<file path="src/dhp_pkg.sv">
package dhp_pkg;

  // Sizing of the block.
  localparam int unsigned MaxLevels    = 32;
  localparam int unsigned MaxDimension = 8192;

  // Header store layout.
  localparam int unsigned HdrDepth  = 148;
  localparam int unsigned HdrBytes  = 128;
  localparam int unsigned Dx10Bytes = 20;
  localparam int unsigned HdrAddrW  = $clog2(HdrDepth);

  // Field widths of the channels and of the walk.
  localparam int unsigned CntW     = 32;
  localparam int unsigned DimW     = 14;
  localparam int unsigned LvlIdxW  = 6;
  localparam int unsigned LenW     = 27;
  localparam int unsigned LvlCntW  = $clog2(MaxLevels + 1);
  localparam int unsigned BlkW     = DimW - 1;
  localparam int unsigned ProdW    = 2 * BlkW;
  localparam int unsigned LenFullW = ProdW + 4;

  // Header fields that are read back from the store, four bytes each.
  localparam int unsigned NumFields = 8;
  localparam int unsigned ReadBeats = 4 * NumFields;
  localparam int unsigned BeatW     = $clog2(ReadBeats);
  localparam int unsigned FieldW    = $clog2(NumFields);

  // Header constants.
  localparam logic [31:0] DdsMagic      = 32'h2053_4444;
  localparam logic [31:0] HdrSize       = 32'd124;
  localparam int unsigned FlagFourccBit = 2;
  localparam logic [31:0] FccDxt1       = 32'h3154_5844;
  localparam logic [31:0] FccDxt3       = 32'h3354_5844;
  localparam logic [31:0] FccDxt5       = 32'h3554_5844;
  localparam logic [31:0] FccDx10       = 32'h3031_5844;
  localparam logic [31:0] DxgiBc1Unorm  = 32'd71;
  localparam logic [31:0] DxgiBc1Srgb   = 32'd72;
  localparam logic [31:0] DxgiBc2Unorm  = 32'd74;
  localparam logic [31:0] DxgiBc2Srgb   = 32'd75;
  localparam logic [31:0] DxgiBc3Unorm  = 32'd77;
  localparam logic [31:0] DxgiBc3Srgb   = 32'd78;

  typedef enum logic [3:0] {
    StOk        = 4'd0,
    StTooSmall  = 4'd1,
    StBadHeader = 4'd2,
    StBadDims   = 4'd3,
    StUncomp    = 4'd4,
    StDx10Short = 4'd5,
    StBadDxgi   = 4'd6,
    StBadFourcc = 4'd7,
    StNoLevel0  = 4'd8,
    StChainCut  = 4'd9
  } status_e;

  typedef enum logic [1:0] {
    CompDxt1 = 2'd0,
    CompDxt3 = 2'd1,
    CompDxt5 = 2'd2
  } comp_e;

  typedef enum logic [FieldW-1:0] {
    FldMagic  = 3'd0,
    FldSize   = 3'd1,
    FldHeight = 3'd2,
    FldWidth  = 3'd3,
    FldFlags  = 3'd4,
    FldFourcc = 3'd5,
    FldMips   = 3'd6,
    FldDxgi   = 3'd7
  } field_e;

  // Byte offset of each header field in the file.
  function automatic logic [HdrAddrW-1:0] field_base(field_e fld);
    logic [HdrAddrW-1:0] base;
    unique case (fld)
      FldMagic:  base = HdrAddrW'(0);
      FldSize:   base = HdrAddrW'(4);
      FldHeight: base = HdrAddrW'(12);
      FldWidth:  base = HdrAddrW'(16);
      FldFlags:  base = HdrAddrW'(80);
      FldFourcc: base = HdrAddrW'(84);
      FldMips:   base = HdrAddrW'(28);
      FldDxgi:   base = HdrAddrW'(HdrBytes);
      default:   base = HdrAddrW'(0);
    endcase
    return base;
  endfunction

endpackage

</file>
<file path="src/dhp_channels.sv">
// Byte stream of the container file.
interface dhp_byte_if;
  logic       valid;
  logic       ready;
  logic [7:0] data_byte;
  logic       last_byte;

  modport source (output valid, data_byte, last_byte, input ready);
  modport sink   (input valid, data_byte, last_byte, output ready);
endinterface

// One record per mip level, or one error record.
interface dhp_rec_if;
  logic                          valid;
  logic                          ready;
  logic [3:0]                    status;
  logic [1:0]                    compression;
  logic [dhp_pkg::LvlIdxW-1:0]   level_index;
  logic [31:0]                   level_offset;
  logic [dhp_pkg::LenW-1:0]      level_length;
  logic [dhp_pkg::DimW-1:0]      level_width;
  logic [dhp_pkg::DimW-1:0]      level_height;
  logic                          last_record;

  modport source (output valid, status, compression, level_index, level_offset,
                  level_length, level_width, level_height, last_record,
                  input ready);
  modport sink   (input valid, status, compression, level_index, level_offset,
                  level_length, level_width, level_height, last_record,
                  output ready);
endinterface

</file>
<file path="src/dhp_ram.sv">
module dhp_ram #(
  parameter int unsigned Width = 8,
  parameter int unsigned Depth = 148,
  localparam int unsigned AddrW = (Depth > 1) ? $clog2(Depth) : 1
) (
  input  logic             clk_i,
  input  logic             we_i,
  input  logic [AddrW-1:0] waddr_i,
  input  logic [Width-1:0] wdata_i,
  input  logic [AddrW-1:0] raddr_i,
  output logic [Width-1:0] rdata_o
);

  logic [Width-1:0] mem_q [Depth];

  // One write port and one registered read port.
  always_ff @(posedge clk_i) begin
    if (we_i) begin
      mem_q[waddr_i] <= wdata_i;
    end
    rdata_o <= mem_q[raddr_i];
  end

endmodule

</file>
<file path="src/dds_header_mip_chain_parser.sv">
// Container header parser and mip-chain walker for BC1/BC2/BC3 textures.
//
// req_i takes the file one byte per request, last_byte set on the final byte.
// The first 148 bytes go into a header RAM and every byte is counted, one
// byte per cycle while req_i.ready is high. rec_o returns, per file, one
// record per mip level that fits in the file, or a single error record; last_record marks the final one.
//
// After the last byte, req_i.ready stays low while the header is read back
// from the RAM, eight 32-bit fields one byte per cycle, checked, and the
// levels are walked, each in a size-multiply step and then a fit-compare
// step; it rises again once the final record enters the output register.
// The single RAM port pair sets the readout length.
//
// The final record sits in the output register while the next file already
// streams in. When the receiver stalls, the walk holds at the level that
// waits to be written out. Reset clears the byte count and all handshake
// state; no clearing pass runs over the header RAM.
module dds_header_mip_chain_parser (
  input  logic       clk_i,
  input  logic       rst_ni,
  dhp_byte_if.sink   req_i,
  dhp_rec_if.source  rec_o
);

  typedef enum logic [2:0] {
    SIdle, SRead, SDrain, SCheck, SMul, SFit, SLast, SFail
  } state_e;

  state_e state_q;

  logic [dhp_pkg::CntW-1:0] cnt_q, size_q, cnt_inc;
  logic                     in_acc, ram_we;
  logic [7:0]               ram_rdata;
  logic [dhp_pkg::HdrAddrW-1:0] ram_raddr;

  logic [dhp_pkg::BeatW-1:0] rd_cnt_q, rd_idx_q;
  logic                      rd_vld_q;
  logic [23:0]               word_q;
  logic [31:0]               fld_q [dhp_pkg::NumFields];

  dhp_pkg::status_e stat_q, chk_stat;
  dhp_pkg::comp_e   comp_q, chk_comp;
  logic [31:0]      chk_ofs;
  logic [dhp_pkg::LvlCntW-1:0] chk_mips, mips_q, lvl_q;

  logic [31:0]                at_q;
  logic [dhp_pkg::DimW-1:0]   w_q, h_q, w_half, h_half;
  logic [dhp_pkg::BlkW-1:0]   bx, by;
  logic [dhp_pkg::ProdW-1:0]  prod_q;
  logic [dhp_pkg::LenFullW-1:0] len_full;
  logic                       fits, can_load, out_load;

  logic                        has_pend_q;
  logic [dhp_pkg::LvlCntW-1:0] pend_lvl_q;
  logic [31:0]                 pend_at_q;
  logic [dhp_pkg::LenW-1:0]    pend_len_q;
  logic [dhp_pkg::DimW-1:0]    pend_w_q, pend_h_q;

  logic                        out_valid_q, out_last_q;
  dhp_pkg::status_e            out_status_q;
  dhp_pkg::comp_e              out_comp_q;
  logic [dhp_pkg::LvlIdxW-1:0] out_lvl_q;
  logic [31:0]                 out_ofs_q;
  logic [dhp_pkg::LenW-1:0]    out_len_q;
  logic [dhp_pkg::DimW-1:0]    out_w_q, out_h_q;

  // Input handshake and saturating byte count.
  assign req_i.ready = (state_q == SIdle);
  assign in_acc      = req_i.valid && (state_q == SIdle);
  assign cnt_inc     = (cnt_q == '1) ? cnt_q : cnt_q + 1'b1;
  assign ram_we      = in_acc && (cnt_q < dhp_pkg::CntW'(dhp_pkg::HdrDepth));
  assign ram_raddr   = dhp_pkg::field_base(dhp_pkg::field_e'(rd_cnt_q[dhp_pkg::BeatW-1:2]))
                       + dhp_pkg::HdrAddrW'(rd_cnt_q[1:0]);

  // Header store.
  dhp_ram #(
    .Width (8),
    .Depth (dhp_pkg::HdrDepth)
  ) u_hdr_ram (
    .clk_i   (clk_i),
    .we_i    (ram_we),
    .waddr_i (cnt_q[dhp_pkg::HdrAddrW-1:0]),
    .wdata_i (req_i.data_byte),
    .raddr_i (ram_raddr),
    .rdata_o (ram_rdata)
  );

  // Assemble little-endian fields from the bytes read back.
  always_ff @(posedge clk_i) begin
    if (rd_vld_q) begin
      word_q <= {ram_rdata, word_q[23:8]};
      if (rd_idx_q[1:0] == 2'd3) begin
        fld_q[rd_idx_q[dhp_pkg::BeatW-1:2]] <= {ram_rdata, word_q};
      end
    end
  end

  // Header checks, in the order that decides the reported status.
  always_comb begin
    logic [31:0] w32, h32, fcc, dxgi, mips;
    w32      = fld_q[dhp_pkg::FldWidth];
    h32      = fld_q[dhp_pkg::FldHeight];
    fcc      = fld_q[dhp_pkg::FldFourcc];
    dxgi     = fld_q[dhp_pkg::FldDxgi];
    mips     = fld_q[dhp_pkg::FldMips];
    chk_stat = dhp_pkg::StOk;
    chk_comp = dhp_pkg::CompDxt1;
    chk_ofs  = 32'(dhp_pkg::HdrBytes);
    priority if (size_q < 32'(dhp_pkg::HdrBytes)) begin
      chk_stat = dhp_pkg::StTooSmall;
    end else if (fld_q[dhp_pkg::FldMagic] != dhp_pkg::DdsMagic ||
                 fld_q[dhp_pkg::FldSize] != dhp_pkg::HdrSize) begin
      chk_stat = dhp_pkg::StBadHeader;
    end else if (w32 == 32'd0 || h32 == 32'd0 ||
                 w32 > 32'(dhp_pkg::MaxDimension) ||
                 h32 > 32'(dhp_pkg::MaxDimension)) begin
      chk_stat = dhp_pkg::StBadDims;
    end else if (!fld_q[dhp_pkg::FldFlags][dhp_pkg::FlagFourccBit]) begin
      chk_stat = dhp_pkg::StUncomp;
    end else if (fcc == dhp_pkg::FccDxt1) begin
      chk_comp = dhp_pkg::CompDxt1;
    end else if (fcc == dhp_pkg::FccDxt3) begin
      chk_comp = dhp_pkg::CompDxt3;
    end else if (fcc == dhp_pkg::FccDxt5) begin
      chk_comp = dhp_pkg::CompDxt5;
    end else if (fcc == dhp_pkg::FccDx10) begin
      chk_ofs = 32'(dhp_pkg::HdrBytes + dhp_pkg::Dx10Bytes);
      priority if (size_q < 32'(dhp_pkg::HdrBytes + dhp_pkg::Dx10Bytes)) begin
        chk_stat = dhp_pkg::StDx10Short;
      end else if (dxgi == dhp_pkg::DxgiBc1Unorm || dxgi == dhp_pkg::DxgiBc1Srgb) begin
        chk_comp = dhp_pkg::CompDxt1;
      end else if (dxgi == dhp_pkg::DxgiBc2Unorm || dxgi == dhp_pkg::DxgiBc2Srgb) begin
        chk_comp = dhp_pkg::CompDxt3;
      end else if (dxgi == dhp_pkg::DxgiBc3Unorm || dxgi == dhp_pkg::DxgiBc3Srgb) begin
        chk_comp = dhp_pkg::CompDxt5;
      end else begin
        chk_stat = dhp_pkg::StBadDxgi;
      end
    end else begin
      chk_stat = dhp_pkg::StBadFourcc;
    end
    // Declared level count: zero means one, capped at the maximum.
    if (mips == 32'd0) begin
      chk_mips = dhp_pkg::LvlCntW'(1);
    end else if (mips > 32'(dhp_pkg::MaxLevels)) begin
      chk_mips = dhp_pkg::LvlCntW'(dhp_pkg::MaxLevels);
    end else begin
      chk_mips = mips[dhp_pkg::LvlCntW-1:0];
    end
  end

  // Level size and fit against the file size.
  assign bx       = dhp_pkg::BlkW'(({1'b0, w_q} + (dhp_pkg::DimW + 1)'(3)) >> 2);
  assign by       = dhp_pkg::BlkW'(({1'b0, h_q} + (dhp_pkg::DimW + 1)'(3)) >> 2);
  assign len_full = (comp_q == dhp_pkg::CompDxt1) ?
                    (dhp_pkg::LenFullW'(prod_q) << 3) : (dhp_pkg::LenFullW'(prod_q) << 4);
  assign fits     = (33'(at_q) + 33'(len_full)) <= 33'(size_q);
  assign w_half   = (w_q > dhp_pkg::DimW'(1)) ? (w_q >> 1) : dhp_pkg::DimW'(1);
  assign h_half   = (h_q > dhp_pkg::DimW'(1)) ? (h_q >> 1) : dhp_pkg::DimW'(1);
  assign can_load = !out_valid_q || rec_o.ready;

  // A record enters the output register in this cycle.
  assign out_load = can_load && (((state_q == SFit) && (has_pend_q || !fits)) ||
                                 (state_q == SLast) || (state_q == SFail));

  // Sequencer: byte intake, header readout, checks and level walk.
  always_ff @(posedge clk_i or negedge rst_ni) begin
    if (!rst_ni) begin
      state_q      <= SIdle;
      cnt_q        <= '0;
      size_q       <= '0;
      rd_cnt_q     <= '0;
      rd_idx_q     <= '0;
      rd_vld_q     <= 1'b0;
      stat_q       <= dhp_pkg::StOk;
      comp_q       <= dhp_pkg::CompDxt1;
      mips_q       <= '0;
      lvl_q        <= '0;
      at_q         <= '0;
      w_q          <= '0;
      h_q          <= '0;
      prod_q       <= '0;
      has_pend_q   <= 1'b0;
      pend_lvl_q   <= '0;
      pend_at_q    <= '0;
      pend_len_q   <= '0;
      pend_w_q     <= '0;
      pend_h_q     <= '0;
      out_valid_q  <= 1'b0;
      out_last_q   <= 1'b0;
      out_status_q <= dhp_pkg::StOk;
      out_comp_q   <= dhp_pkg::CompDxt1;
      out_lvl_q    <= '0;
      out_ofs_q    <= '0;
      out_len_q    <= '0;
      out_w_q      <= '0;
      out_h_q      <= '0;
    end else begin
      rd_vld_q <= (state_q == SRead);
      rd_idx_q <= rd_cnt_q;
      if (out_load) begin
        out_valid_q <= 1'b1;
      end else if (out_valid_q && rec_o.ready) begin
        out_valid_q <= 1'b0;
      end

      unique case (state_q)
        SIdle: begin
          if (in_acc) begin
            if (req_i.last_byte) begin
              size_q   <= cnt_inc;
              cnt_q    <= '0;
              rd_cnt_q <= '0;
              state_q  <= SRead;
            end else begin
              cnt_q <= cnt_inc;
            end
          end
        end
        SRead: begin
          rd_cnt_q <= rd_cnt_q + 1'b1;
          if (rd_cnt_q == dhp_pkg::BeatW'(dhp_pkg::ReadBeats - 1)) begin
            state_q <= SDrain;
          end
        end
        SDrain: begin
          state_q <= SCheck;
        end
        SCheck: begin
          stat_q     <= chk_stat;
          comp_q     <= chk_comp;
          at_q       <= chk_ofs;
          w_q        <= fld_q[dhp_pkg::FldWidth][dhp_pkg::DimW-1:0];
          h_q        <= fld_q[dhp_pkg::FldHeight][dhp_pkg::DimW-1:0];
          mips_q     <= chk_mips;
          lvl_q      <= '0;
          has_pend_q <= 1'b0;
          state_q    <= (chk_stat == dhp_pkg::StOk) ? SMul : SFail;
        end
        SMul: begin
          prod_q  <= dhp_pkg::ProdW'(bx) * dhp_pkg::ProdW'(by);
          state_q <= SFit;
        end
        SFit: begin
          if (fits) begin
            if (!has_pend_q || can_load) begin
              // Release the previous level; it is known not to be the last.
              if (has_pend_q) begin
                out_status_q <= dhp_pkg::StOk;
                out_comp_q   <= comp_q;
                out_lvl_q    <= dhp_pkg::LvlIdxW'(pend_lvl_q);
                out_ofs_q    <= pend_at_q;
                out_len_q    <= pend_len_q;
                out_w_q      <= pend_w_q;
                out_h_q      <= pend_h_q;
                out_last_q   <= 1'b0;
              end
              has_pend_q <= 1'b1;
              pend_lvl_q <= lvl_q;
              pend_at_q  <= at_q;
              pend_len_q <= dhp_pkg::LenW'(len_full);
              pend_w_q   <= w_q;
              pend_h_q   <= h_q;
              at_q       <= 32'(33'(at_q) + 33'(len_full));
              w_q        <= w_half;
              h_q        <= h_half;
              lvl_q      <= lvl_q + 1'b1;
              state_q    <= (lvl_q + 1'b1 == mips_q) ? SLast : SMul;
            end
          end else if (can_load) begin
            out_last_q  <= 1'b1;
            if (!has_pend_q) begin
              // Level 0 does not fit: error record.
              out_status_q <= dhp_pkg::StNoLevel0;
              out_comp_q   <= dhp_pkg::CompDxt1;
              out_lvl_q    <= '0;
              out_ofs_q    <= '0;
              out_len_q    <= '0;
              out_w_q      <= '0;
              out_h_q      <= '0;
            end else begin
              out_status_q <= dhp_pkg::StChainCut;
              out_comp_q   <= comp_q;
              out_lvl_q    <= dhp_pkg::LvlIdxW'(pend_lvl_q);
              out_ofs_q    <= pend_at_q;
              out_len_q    <= pend_len_q;
              out_w_q      <= pend_w_q;
              out_h_q      <= pend_h_q;
            end
            state_q <= SIdle;
          end
        end
        SLast: begin
          if (can_load) begin
            out_status_q <= dhp_pkg::StOk;
            out_comp_q   <= comp_q;
            out_lvl_q    <= dhp_pkg::LvlIdxW'(pend_lvl_q);
            out_ofs_q    <= pend_at_q;
            out_len_q    <= pend_len_q;
            out_w_q      <= pend_w_q;
            out_h_q      <= pend_h_q;
            out_last_q   <= 1'b1;
            state_q      <= SIdle;
          end
        end
        SFail: begin
          if (can_load) begin
            out_status_q <= stat_q;
            out_comp_q   <= dhp_pkg::CompDxt1;
            out_lvl_q    <= '0;
            out_ofs_q    <= '0;
            out_len_q    <= '0;
            out_w_q      <= '0;
            out_h_q      <= '0;
            out_last_q   <= 1'b1;
            state_q      <= SIdle;
          end
        end
        default: state_q <= SIdle;
      endcase
    end
  end

  // Output register drives the record channel.
  assign rec_o.valid        = out_valid_q;
  assign rec_o.status       = out_status_q;
  assign rec_o.compression  = out_comp_q;
  assign rec_o.level_index  = out_lvl_q;
  assign rec_o.level_offset = out_ofs_q;
  assign rec_o.level_length = out_len_q;
  assign rec_o.level_width  = out_w_q;
  assign rec_o.level_height = out_h_q;
  assign rec_o.last_record  = out_last_q;

endmodule

</file>
<file path="src/flat_wrapper.sv">
// flat-port wrapper written by rule: the top's interface ports become plain ports
module dds_header_mip_chain_parser_flat 
  (clk_i, rst_ni, req_i_valid, req_i_data_byte, req_i_last_byte, req_i_ready, rec_o_valid, rec_o_status, rec_o_compression, rec_o_level_index, rec_o_level_offset, rec_o_level_length, rec_o_level_width, rec_o_level_height, rec_o_last_record, rec_o_ready);
  dhp_byte_if req_i_i ();
  dhp_rec_if rec_o_i ();
  input  logic clk_i;
  input  logic rst_ni;
  input wire logic [$bits(req_i_i.valid)-1:0] req_i_valid;
  input wire logic [$bits(req_i_i.data_byte)-1:0] req_i_data_byte;
  input wire logic [$bits(req_i_i.last_byte)-1:0] req_i_last_byte;
  output wire logic [$bits(req_i_i.ready)-1:0] req_i_ready;
  output wire logic [$bits(rec_o_i.valid)-1:0] rec_o_valid;
  output wire logic [$bits(rec_o_i.status)-1:0] rec_o_status;
  output wire logic [$bits(rec_o_i.compression)-1:0] rec_o_compression;
  output wire logic [$bits(rec_o_i.level_index)-1:0] rec_o_level_index;
  output wire logic [$bits(rec_o_i.level_offset)-1:0] rec_o_level_offset;
  output wire logic [$bits(rec_o_i.level_length)-1:0] rec_o_level_length;
  output wire logic [$bits(rec_o_i.level_width)-1:0] rec_o_level_width;
  output wire logic [$bits(rec_o_i.level_height)-1:0] rec_o_level_height;
  output wire logic [$bits(rec_o_i.last_record)-1:0] rec_o_last_record;
  input wire logic [$bits(rec_o_i.ready)-1:0] rec_o_ready;
  assign req_i_i.valid = req_i_valid;
  assign req_i_i.data_byte = req_i_data_byte;
  assign req_i_i.last_byte = req_i_last_byte;
  assign req_i_ready = req_i_i.ready;
  assign rec_o_valid = rec_o_i.valid;
  assign rec_o_status = rec_o_i.status;
  assign rec_o_compression = rec_o_i.compression;
  assign rec_o_level_index = rec_o_i.level_index;
  assign rec_o_level_offset = rec_o_i.level_offset;
  assign rec_o_level_length = rec_o_i.level_length;
  assign rec_o_level_width = rec_o_i.level_width;
  assign rec_o_level_height = rec_o_i.level_height;
  assign rec_o_last_record = rec_o_i.last_record;
  assign rec_o_i.ready = rec_o_ready;
  dds_header_mip_chain_parser u_core (.clk_i(clk_i), .rst_ni(rst_ni), .req_i(req_i_i), .rec_o(rec_o_i));
endmodule
</file>
<file path="config.mk">
export PLATFORM = sky130hd
export DESIGN_NAME = dds_header_mip_chain_parser_flat
export DESIGN_NICKNAME = d
export VERILOG_FILES = /design/src/dhp_pkg.sv /design/src/dhp_channels.sv /design/src/dhp_ram.sv /design/src/dds_header_mip_chain_parser.sv /design/src/flat_wrapper.sv
export SDC_FILE = /design/constraint.sdc
export NUM_CORES = 2
export LEC_CHECK = 0
export ABC_AREA = 1
export BUFFER_PORTS_ARGS = -buffer_cell sky130_fd_sc_hd__buf_2
export CAP_MARGIN = 20
export CORE_MARGIN = 2
export CORE_UTILIZATION = 30
export CTS_BUF_LIST = sky130_fd_sc_hd__clkbuf_8 sky130_fd_sc_hd__clkbuf_16
export DETAILED_ROUTE_END_ITERATION = 16
export GPL_ROUTABILITY_DRIVEN = 0
export PLACE_DENSITY = 0.46
export SETUP_SLACK_MARGIN = 0.1
export SKIP_LAST_GASP = 1
export SLEW_MARGIN = 0
export SYNTH_ARGS = -nofsm -noshare
export SYNTH_HDL_FRONTEND = slang
export SYNTH_SLANG_ARGS = --single-unit
</file>
<file path="constraint.sdc">
create_clock -name clk_i -period 9.3 [get_ports clk_i]
set_clock_uncertainty 0.1 [all_clocks]
set_input_delay 0.465 -clock clk_i [delete_from_list [all_inputs] [get_ports clk_i]]
set_output_delay 0.465 -clock clk_i [all_outputs]
set_load 0.005 [all_outputs]
</file>
; ---- After elaboration in Yosys (flattened, before gate mapping)
; Memory sizes are Yosys's and may differ from the RTL's. A register that Yosys moved wholly into a read port is not among the register bits.
; Cells that the tools add are included.
[totals]
reg_bits = 401
mem_bits_rw = 1440
romBits = 40
in_bits = 13
mem_count = 3
[memory_table]
columns = memory, words, word_bits, rd, rd_ports_with_merged_regs, wr, line
row1 = u_core.u_hdr_ram.mem_q, 148, 8, 1, 1, 1, dhp_ram.sv:14  ; logic [Width-1:0] mem_q [Depth];
row2 = u_core.fld_q, 8, 32, 8, 0, 1, dds_header_mip_chain_parser.sv:39  ; logic [31:0] fld_q [dhp_pkg::NumFields];
row3 = (no name shown), 8, 5, 1, 0, 0, dhp_pkg.sv:77  ; unique case (fld)
[op_classes]
addsub = 7
mul = 1
magnitude_cmp = 9
eq_ne = 33
n_mux = 133
reduce_logical = 40
[op_table]
columns = cell, n
row1 = $mux 32, 18
row2 = $mux 14, 17
row3 = $eq 32x7->1 const B, 6
row4 = $mux 27, 7
row5 = $eq 32x30->1 const B, 4
row6 = $logic_not 32->1, 3
row7 = $lt 32x8->1 const B, 3
row8 = $pmux 32 s3, 1
row9 = $pmux 14 s3, 2
row10 = $pmux 27 s3, 1
row11 = $mux 4, 17
row12 = $mux 6, 11
row13 = $gt 32x14->1 const B, 2
row14 = $pmux 32 s2, 1
row15 = $pmux 14 s2, 2
row16 = $mux 2, 21
row17 = $add 32x30->33, 1
row18 = $le 33x32->1, 1
row19 = $add 32x1->32 const B, 1
row20 = $eq 32x32->1 const B, 1
row21 = $gt 32x6->1 const B, 1
row22 = $ne 32x30->1 const B, 1
row23 = $ne 32x7->1 const B, 1
row24 = $add 14x2->15 const B, 2
row25 = other kinds (40), 98

; ---- Depth between registers and ports, before layout
; An unclocked memory read counts as a cell.
[logic_depth]
depth_word = 18
mapped_depth = 42
depth_no_buf = 42

; ---- Hierarchy
; Synthesis repeated with hierarchy kept, for this count alone.
[hier_totals]
hier_cells = 7684
area_unflattened_um2 = 81251.7
[by_module_without_submodules]
columns = module, n_inst, cells_per_inst, area_each_um2, seq_area_each_um2
row1 = dhp_ram, 1, 4010, 48220.0, 35714.3
row2 = dds_header_mip_chain_parser, 1, 3674, 33031.7, 16585.9

; ---- Worst setup path before layout
; No wires, ideal clock.
[synth_timing]
kind = register to register
startpoint = register u_core.h_q[2] (netlist name)
endpoint = register u_core.prod_q[20] (netlist name)
arrival_ns = 6.380
t_required_ns = 9.082
setup_slack_ns = 2.702
stages_incl_launch_ff = 41
synth_period_minus_slack_ns = 6.598
cell_sequence = dfrtp_1 -> inv_1 -> nor2_1 -> inv_1 -> nor2_2 -> inv_1 -> nor2_1 -> inv_2 -> nor2_2 -> nand2_2 -> nor2_2 -> nand2_1 -> nor2_2 -> nand2_2 -> nor2_2 -> nand2_2 -> nor2_4 -> inv_2 -> [... 5 more ...] -> inv_1 -> fa_1 -> fa_1 -> inv_1 -> fa_1 -> inv_1 -> ha_1 -> nand2_1 -> nor2_1 -> o21ai_0 -> o211ai_1 -> a21oi_1 -> o21ai_0 -> a21boi_0 -> o21ai_0 -> or2_2 -> nand3_1 -> nand2_1
[synth_via]
elab_chain_len = 2
[synth_lines]
columns = element, line
row1 = "start, declared", dds_header_mip_chain_parser.sv:47  ; logic [dhp_pkg::DimW-1:0] w_q, h_q, w_half, h_half;
row2 = "start signal, assigned", dds_header_mip_chain_parser.sv:234  ; h_q <= fld_q[dhp_pkg::FldHeight][dhp_pkg::DimW-1:0];
row3 = "start signal, assigned", dds_header_mip_chain_parser.sv:266  ; h_q <= h_half;
row4 = $add 14x2->15, dds_header_mip_chain_parser.sv:154  ; assign by = dhp_pkg::BlkW'(({1'b0, h_q} + (dhp_pkg::DimW + 1)'(3)) >> 2);
row5 = $mul 13x13->26, dds_header_mip_chain_parser.sv:241  ; prod_q <= dhp_pkg::ProdW'(bx) * dhp_pkg::ProdW'(by);
row6 = "end signal, assigned", dds_header_mip_chain_parser.sv:241
row7 = "end, declared", dds_header_mip_chain_parser.sv:49  ; logic [dhp_pkg::ProdW-1:0] prod_q;
; No other way between the ends.
; A chain may end at the register's enable or synchronous reset.

; ---- Worst setup path after layout
[layout_timing]
startpoint = register u_core.w_q[2] (netlist name)
endpoint = register u_core.prod_q[25] (netlist name)
[layout_via]
elab_chain_len = 2
[layout_lines]
columns = element, line
row1 = "start, declared", dds_header_mip_chain_parser.sv:47
row2 = "start signal, assigned", dds_header_mip_chain_parser.sv:233  ; w_q <= fld_q[dhp_pkg::FldWidth][dhp_pkg::DimW-1:0];
row3 = "start signal, assigned", dds_header_mip_chain_parser.sv:265  ; w_q <= w_half;
row4 = $add 14x2->15, dds_header_mip_chain_parser.sv:153  ; assign bx = dhp_pkg::BlkW'(({1'b0, w_q} + (dhp_pkg::DimW + 1)'(3)) >> 2);
row5 = $mul 13x13->26, dds_header_mip_chain_parser.sv:241
; No other way between the ends.

==> metrics.md <==
| Metric | Value |
|---|---|
| Post-DP HPWL | 97200 um |
| Outcome | finished clean |
| Placed cell count | 7397 |
| Die Width | 424 um |
| Share of cells above drive strength 1 | 8.04% |
| HP Class | input pin to flop |
| Gr usage total | 16.3% |
| Number of library cell types mapped by synthesis | 58 |
| Ys flop type | edfxtp_1 |
| Final setup margin | 1.96 ns |
| Post-Place Setup Slack | 2.04 ns |
| Cell Rows | 154 |
| PwrDens | 389 nW/um^2 |
| Setup bufs post-CTS | 0 |
| Hold Vio Cnt, Final | 0 |
| H-tree depth | 4 |
| Least-Margin Pin Slew | 1.08 ns |
| Data required, critical path | 9.83 ns |
| Tmin final | 7.34 ns |
| Initial antenna violation count | 1 |
| Die area | 180000 um^2 |
| Async S/R FF share, synth | 32.1% |
| Crit-path slowest cell | fa_1 |
| Max-Cap Viols | 0 |
| Nets | 5466 |
| Syn Area/Cell | 10.4 um^2 |
| CP Max Fanout | 12 |
| Final period util | 78.9% |
| First-pass GRT wire length | 226000 um |
| CTS Root Cell | clkbuf_16 |
| Die Ht | 424 um |
| Final Core Density | 34.3% |
| Area growth from synthesis to layout | 13.9% |
| Worst EP arrival | 7.87 ns |
| Largest net degree at the start of global routing | 191 |
| CTS sink count | 1133 |
| I/O pin count | 115 |
| Total power | 23.5 mW |
| DRT iter0 DRCs | 2697 |
| Synthesized cell area | 53000 um^2 |
| RSZ-0062 raised after global routing | no |
| I/O Buffers | 109 |
| Crit-path most repeated cell | nand2_1 |
| Post-synth EDFFs | 761 |
| Cells after Synth | 5106 |
| Element type at the critical path end | flop |
| Num CTS Buffers | 133 |
| TNS Setup | 0 ns |
| Antenna Nets Post-Route | 0 |
| Max IR drop VDD | 0.532 mV |
| Hold Startpoint | req_i_valid |
| Sequential-to-total area share from yosys stat | 60.6% |
| Final wirelength | 148000 um |
| Final Slew Violations | 0 |
| Seq cells post-synth | 1133 |
| Clk slew on worst S/H paths | 0.06 ns |
| Relative slew slack | 27.7% |
| LEAKAGE | 24.0 nW |
| Clock Tree Buf Depth | 3 |
| Core ar. | 176000 um^2 |
| Ys Warns | 0 |
| Vias in the first global route | 35900 |
| Crit path kind | flop to flop |
| Startpoint Class | flop |
| Largest stage delay, worst path | 0.59 ns |
| Gr ovfl total | 0 |
| Max Clk Rate | 0.136 GHz |
| Starting Density | 30.1% |
| Drc violations | 0 |
| Via density | 4.77 |
| Critical R2R Launch | u_core.w_q[2] |
| CTS tree | done |
| Vias | 36500 |
| CTS Hold Bufs | 1 |
| Initial DRT Pass Iterations | 5 |
| Final setup viols | 0 |
| Fillcell total | 17900 |
| Final Non-Filler Cells | 7642 |
| Setup crit start | u_core.w_q[2] |
| Clk Latency, worst-skew pair | 0.79 ns |
| Detail-routed net length per standard cell | 19.3 um |
| Resized cells post-CTS | 0 |
## area by class of cell
class	instances	area, um^2	area share, %
sequential	1133	32100	53.2
multi-input combinational	3249	18100	29.9
clock buffer	147	3570	5.91
tap	2340	2930	4.85
inverter	515	1940	3.22
timing repair buffer	162	988	1.64
clock inverter	95	751	1.24
antenna	1	2.50	0.00415
## routing by layer
metal,share of wire [%],wire length [um],vias to the layer above,track usage [%]
met4,1.9,2820,0,4.00
li1,-,-,17400,-
met1,47,68700,18100,22.7
met2,47,70200,731,26.8
met3,4.1,6090,183,2.39
met5,0,0,-,0
## path summary, 6_finish.rpt
path,end,slack (ns),cells after the start
min,u_core.state_q[0],0.12,5
min in group asynchronous,u_core.rec_o.level_offset[14],0.29,2
max in group asynchronous,u_core.rd_cnt_q[0],7.36,3
min reg2reg,u_core.rec_o.level_length[24],0.37,2
max reg2reg,u_core.prod_q[25],1.96,37
max,u_core.prod_q[25],1.96,37
## Yosys cell counts, types with 4 or more instances
master,count,area share [%]
nand4_1,46,0.54
o32ai_1,7,0.12
nor2_1,659,4.7
clkbuf_1,158,1.1
o21ai_2,4,0.066
nand2_4,4,0.085
a21boi_0,4,0.057
o21ai_0,654,6.2
nand2_1,1004,7.1
o211ai_1,20,0.28
a211oi_1,5,0.071
dfrtp_1,364,17
nor4_1,26,0.31
xnor2_1,23,0.38
buf_6,10,0.21
o21a_1,4,0.057
ha_1,137,3.2
edfxtp_1,761,43
o221ai_1,27,0.45
nand3b_1,7,0.099
buf_4,10,0.14
a31oi_1,13,0.15
nand3_1,112,1.1
nor2_2,12,0.14
nor3b_1,4,0.057
inv_2,7,0.050
a21o_1,4,0.057
dfxtp_1,8,0.30
inv_1,502,3.6
or2_2,15,0.18
nor3_1,41,0.39
xor2_1,51,0.84
fa_1,122,4.6
o22ai_1,121,1.4
nand2_2,10,0.12
buf_2,33,0.31
a21oi_1,79,0.75
a311oi_1,7,0.12
clkinv_1,5,0.035
## metrics by stage
stage,hold slack [ns],cell area [um^2]
after floorplan,0.0694,53000
after global placement,0.360,56000
after detailed placement,0.357,56000
after CTS,0.0738,60400
after global routing,0.132,60400
final,0.117,60400
## cells by family (layout without fill, tap and decap cells)
family / Yosys count / count (layout) / share of synthesized area, %
other cells: 1 / 6 / 0.00707
fa+ha+maj: 259 / 259 / 7.84
xor+xnor: 74 / 74 / 1.22
buf+inv: 728 / 919 / 5.45
simple gates: 1948 / 1948 / 14.9
compound gates: 963 / 963 / 9.99
flops: 1133 / 1133 / 60.6
## worst max-delay path: cells and delay by family (launching register included)
family	cells	cell delay, ns
compound gates	1	0.07
fa+ha+maj	6	2.95
simple gates	21	2.91
flops	1	0.32
buf+inv	9	0.83
## cells in the final DEF (no fill, tap or decap), types with 6 or more instances in the layout
cell type,Yosys,layout
nand2_1,1004,1004
edfxtp_1,761,761
o21ai_0,654,654
nor2_1,659,647
inv_1,502,532
dfrtp_1,364,362
clkbuf_16,0,137
ha_1,137,136
fa_1,122,122
o22ai_1,121,121
nand3_1,112,112
buf_2,33,108
a21oi_1,79,79
xor2_1,51,51
buf_4,10,49
nand4_1,46,46
nor3_1,41,41
o221ai_1,27,27
clkinv_1,5,26
nor4_1,26,26
xnor2_1,23,23
nor2_2,12,22
o211ai_1,20,20
clkinv_2,0,18
or2_2,15,15
a31oi_1,13,13
clkbuf_8,0,10
nand2_2,10,8
dfxtp_1,8,8
inv_2,7,7
inv_6,0,7
a311oi_1,7,7
o32ai_1,7,7
nand3b_1,7,7
nand2_4,4,6
bufinv_16,0,6
## registers in the layout (all words and copies together) (netlist names), 8 cells and up
| signal | count |
|---|---|
| u_core.rec_o.level_width | 14 |
| u_core.pend_len_q | 24 |
| u_core.at_q | 30 |
| u_core.prod_q | 26 |
| u_core.pend_h_q | 14 |
| u_core.rec_o.level_height | 14 |
| u_core.rec_o.level_offset | 30 |
| u_core.pend_at_q | 30 |
| u_core.u_hdr_ram.mem_q | 512 |
| u_core.h_q | 14 |
| u_core.u_hdr_ram.rdata_o | 8 |
| u_core.w_q | 14 |
| u_core.pend_w_q | 14 |
| u_core.word_q | 24 |
| u_core.cnt_q | 32 |
| u_core.rec_o.level_length | 24 |
| u_core.size_q | 32 |
| u_core.fld_q | 225 |
## report_power, final
group / switching [mW] / leakage, nW / internal (mW)
combinational: 7.74 / 10.0 / 3.82
sequential: 0.614 / 11.7 / 6.20
clock: 2.18 / 2.24 / 2.94
total: 10.5 / 24.0 / 13.0
No activity file was read; power rests on OpenSTA's default activity.
